## config.mk

```make
export PLATFORM = sky130hd
export DESIGN_NAME = lkhc_cell
export DESIGN_NICKNAME = d
export VERILOG_FILES = /design/src/lkhc_pkg.sv /design/src/lkhc_cell.sv
export SDC_FILE = /design/constraint.sdc
export NUM_CORES = 1
export LEC_CHECK = 0
export ABC_AREA = 1
export ABC_CLOCK_PERIOD_IN_PS = 1370
export BUFFER_PORTS_ARGS = -buffer_cell sky130_fd_sc_hd__clkbuf_2
export CAP_MARGIN = 10
export CORE_ASPECT_RATIO = 0.5
export CORE_MARGIN = 5
export CORE_UTILIZATION = 30
export DETAILED_ROUTE_END_ITERATION = 6
export SYNTH_ARGS = -nofsm -noshare
export SYNTH_HDL_FRONTEND = slang
export SYNTH_SLANG_ARGS = --single-unit
```

## constraint.sdc

```tcl
create_clock -name clock -period 1.37 [get_ports clock]
set_input_delay 0 -clock clock [delete_from_list [all_inputs] [get_ports clock]]
set_output_delay 0 -clock clock [all_outputs]
set_load 0.02 [all_outputs]
```

## src/lkhc_pkg.sv

```systemverilog
`default_nettype none
package lkhc_pkg;

   localparam int CAPACITY_DEF    = 128;
   localparam int HANDLE_BITS_DEF = 32;
   localparam int KEY_W           = 64;
   localparam int OUT_HANDLE_W    = 32;

   typedef enum logic [1:0] {
      CMD_PROBE  = 2'd0,
      CMD_INSERT = 2'd1,
      CMD_GET    = 2'd2,
      CMD_RSVD   = 2'd3
   } cmd_type;

   typedef enum logic {
      ST_IDLE = 1'b0,
      ST_LOOK = 1'b1
   } state_type;

   // per-cell control from the sequencer
   typedef struct packed {
      logic cmp_en;
      logic shift_en;
   } cell_ctrl_type;

endpackage
`default_nettype wire

```

## src/lkhc_cell.sv

```systemverilog
`default_nettype none
module lkhc_cell #(
   parameter int HANDLE_BITS = lkhc_pkg::HANDLE_BITS_DEF
) (
   input  wire                            clock,
   input  wire                            reset,
   input  wire lkhc_pkg::cell_ctrl_type   ctrl,
   input  wire [lkhc_pkg::KEY_W-1:0]      look_key,
   input  wire                            prev_valid,
   input  wire [lkhc_pkg::KEY_W-1:0]      prev_key,
   input  wire [HANDLE_BITS-1:0]          prev_handle,
   output logic                           valid,
   output logic [lkhc_pkg::KEY_W-1:0]     key,
   output logic [HANDLE_BITS-1:0]         handle,
   output logic                           match
);

   logic                        valid_ff, valid_in;
   logic [lkhc_pkg::KEY_W-1:0]  key_ff, key_in;
   logic [HANDLE_BITS-1:0]      handle_ff, handle_in;
   logic                        match_ff, match_in;

   always_comb begin
      valid_in  = ctrl.shift_en ? prev_valid  : valid_ff;
      key_in    = ctrl.shift_en ? prev_key    : key_ff;
      handle_in = ctrl.shift_en ? prev_handle : handle_ff;
      // compare against the incoming request key
      match_in  = ctrl.cmp_en ? (valid_ff && (key_ff == look_key)) : match_ff;
   end

   always_ff @(posedge clock) begin
      if (reset) begin
         valid_ff <= 1'b0;
         match_ff <= 1'b0;
      end else begin
         valid_ff <= valid_in;
         match_ff <= match_in;
      end
      key_ff    <= key_in;
      handle_ff <= handle_in;
   end

   assign valid  = valid_ff;
   assign key    = key_ff;
   assign handle = handle_ff;
   assign match  = match_ff;

endmodule
`default_nettype wire

```

==> impl_metrics.json <==
{
  "finalClockSkew_ps": 6.58,
  "critPathMaxStageDelay_ps": 430,
  "post_synth_num_cell_types": 16,
  "worstPathRequired_ps": 1630,
  "timing.critical_path.fanout_max": 2,
  "post-route-drc-count": 0,
  "area_growth_pct": 70.9,
  "nNetsFinal": 895,
  "cts-buffers-inserted": 9,
  "worst_r2r_path_depth": 7,
  "critical_path_start_end_classification": "register to register",
  "max-vdd-ir-drop_v": 0.000575,
  "maximum_frequency_from_static_timing_analysis_ghz": 0.736,
  "clock_power_share": 0.326,
  "drv_cap": 0,
  "post_synth_instance_area_um2": 4050,
  "routedWlPerCell_um": 14.2,
  "postPlaceCellArea_um2": 5620,
  "worst_path_dominant_cell_family": "simple AND/OR/NAND/NOR gates",
  "postRouteWirelength_um": 12900,
  "cellPowerDensity_nw_per_um2": 1090,
  "final_design_area_no_fill_um2": 6910,
  "cts_max_path_buffers": 2,
  "io_pins": 263,
  "path_depth": 7,
  "total_die_area_um2": 16000,
  "number_of_enable_type_register_cells_in_the_synthesized_netlist": 96,
  "floorplan.die.width_um": 174,
  "synth.avg_cell_area_um2": 11.4,
  "max_slew.worst_pin.slew_ps": 359,
  "design_power_total_mw": 7.53,
  "synthDominantAreaCellType": "sky130_fd_sc_hd__edfxtp_1",
  "place.gp.congestion": 0.797,
  "ys_warn_count": 0,
  "ys_dominant_reg_cell": "sky130_fd_sc_hd__edfxtp_1",
  "crit_arrival_ps": 1620,
  "post_synth_main_area_contributors": "sky130_fd_sc_hd__edfxtp_1 71%, sky130_fd_sc_hd__nand2_1 9.1%, sky130_fd_sc_hd__inv_1 6.0%",
  "clock_sinks": 98,
  "die_h_um": 92.1,
  "grt_start_max_net_pins": 62,
  "max_slew_margin_vs_limit": 0.761,
  "worst_setup_path_startpoint": "key[62]$_DFFE_PP_",
  "global_route.usage.total": 0.162,
  "ant_nets": 0,
  "core_area_um2": 13400,
  "starting_density_of_the_core": 0.303,
  "cts.htree.levels": 3,
  "synth_seq_cells": 98,
  "synth.top_cells.by_count": "98 x sky130_fd_sc_hd__nand2_1, 96 x sky130_fd_sc_hd__edfxtp_1, 65 x sky130_fd_sc_hd__inv_1, 46 x sky130_fd_sc_hd__nor2_1, 13 x sky130_fd_sc_hd__xnor2_1",
  "layoutNonFillerInstCount": 910,
  "yosysSeqAreaShare": 0.723,
  "estimated_wirelength_of_the_detail_placed_design_um": 9910,
  "synthesized_netlist_net_count": 520,
  "rsz0062_at_grt": "true",
  "crit_slowest_cell": "sky130_fd_sc_hd__edfxtp_1",
  "setup_viol_count_final": 0,
  "cts.reportedPaths.clkPinSlew_ps": 70,
  "critical_path.endpoint": "match$_SDFFE_PP0P_",
  "asyncSetResetFlopFracSynth": 0,
  "report.final.hold_viol_count": 0,
  "routed_via_density": 4.03,
  "drtIter0Drc": 109,
  "first_global_vias": 3981,
  "crit_path_cell_trace": "xnor2_1 -> nand3_1 -> nor2_1 -> nand2_1 -> nor2_1 -> nand2_1 -> a21oi_2",
  "diode_insertion_count_for_antenna_repair": 0,
  "postSynthCellCount": 355,
  "finalCriticalPeriod_ps": 1360,
  "r2r-end": "match$_SDFFE_PP0P_",
  "cts_root_buf": "sky130_fd_sc_hd__clkbuf_16",
  "crit_path_start_kind": "register",
  "power.static_leakage_nw": 3.40,
  "rrSetupSlack_ps": 10,
  "cts_tree": "built",
  "switching_share": 0.255,
  "grt_antenna_before_repair": 0,
  "clock_insertion_delay_worst_skew_ps": 330,
  "rows": 30,
  "final_clock_period_utilization_by_the_worst_path": 0.992,
  "drive_gt1_frac": 0.387,
  "globalRoute.totalOverflow": 0,
  "power.internal_mw": 5.61,
  "place_inst": 795,
  "slew_limit_fails": 0,
  "synth_most_common_cell": "sky130_fd_sc_hd__nand2_1",
  "port_buffers": 262,
  "p_comb_frac": 0.184,
  "grt_first_pass_wirelength_um": 20300,
  "overall_via_count_from_detail_route": 3670,
  "hold_class": "input pin to register",
  "cp_num_buf_inv": 0,
  "power.sequential.fraction": 0.490,
  "detailedRoute.firstPassIterationCount": 4,
  "reg2reg_from": "key[62]$_DFFE_PP_",
  "p_switching_mw": 1.92,
  "status": "completed",
  "netlist.area_leader.share": 0.713,
  "critical_path.endpoint_type": "register"
}
[flip-flops by register name (all words and copies together), names as in the netlist]
| name | cells |
|---|---|
| key | 64 |
| handle | 32 |
| match | 1 |
| valid | 1 |
[how the worst min path moves through the flow]
stage                    start  slack [ps]                    to  depth (start not counted)
3_3_place_gp   prev_handle[27]         180  handle[27]$_DFFE_PP_                          1
3_5_place_dp      prev_key[57]         180     key[57]$_DFFE_PP_                          1
2_1_floorplan            reset          60    match$_SDFFE_PP0P_                          1
6_report               ctrl[0]         160   handle[5]$_DFFE_PP_                          2
5_1_grt                ctrl[0]         150  handle[29]$_DFFE_PP_                          2
4_1_cts                ctrl[0]         150   handle[5]$_DFFE_PP_                          2
[layout make-up]
class | instances | area, um^2
fillers | 1208 | 6450
flip-flops and latches | 98 | 2920
repair buffers | 364 | 2350
multi-input cells | 192 | 888
inverters | 65 | 244
clock buffers | 10 | 229
well taps | 176 | 220
clock inverters | 5 | 56.3
[power groups by stage]
stage | sequential (mW) | clock [mW] | combinational (mW)
6_report | 3.69 | 2.45 | 1.38
3_3_place_gp | 3.74 | 0 | 1.15
4_1_cts | 3.69 | 2.54 | 1.40
2_1_floorplan | 4.04 | 0 | 0.250
3_5_place_dp | 3.76 | 0 | 1.16
5_1_grt | 3.72 | 2.68 | 1.51
[timing repair]
action                                  in CTS  in global routing
hold buffers                                99                  0
pin swaps                                    4                  2
endpoints found under the setup margin       1                  1
setup buffers                                1                  0
gates resized for setup                      6                  0
hold endpoints to repair                    98                  0
[per-layer routing]
layer | part of all wire | vias to the layer above | track usage
met4 | 0.029 | 0 | 0.0625
met1 | 0.36 | 1676 | 0.166
li1 | - | 1880 | -
met3 | 0.030 | 30 | 0.0329
met5 | 0 | - | 0
met2 | 0.58 | 84 | 0.322
[cell usage in the layout (no fill, tap or decap), drive strengths merged, types with 4 or more instances in the layout]
master / netlist / routed
nand2: 98 / 98
edfxtp: 96 / 96
buf: 0 / 4
xor2: 10 / 10
nor2: 47 / 47
nand3: 7 / 7
o21ai: 12 / 12
inv: 65 / 65
xnor2: 13 / 13
clkinv: 0 / 4
clkbuf: 0 / 271
dlygate4sd3: 0 / 99
[metrics by stage]
stage                util  TNS [ps]  setup WS (ps)  hold WS (ps)
CTS                 0.517     -3.70          -3.70           155
global placement    0.421     -55.2          -55.2           177
floorplan               -         0            117          62.4
detailed placement  0.421     -53.3          -53.3           179
finish              0.517         0           11.3           161
global route        0.517      -137           -137           152
[cells by family after synthesis]
logic type,after synthesis,share of synthesized area
AOI/OAI and AO/OA,14,0.0182
xor gates and xnor gates,23,0.0498
buffers and inverters,65,0.0603
DFF,98,0.723
muxes,1,0.00247
and+or+nand+nor,154,0.147
Power figures use the tool's default switching activity.
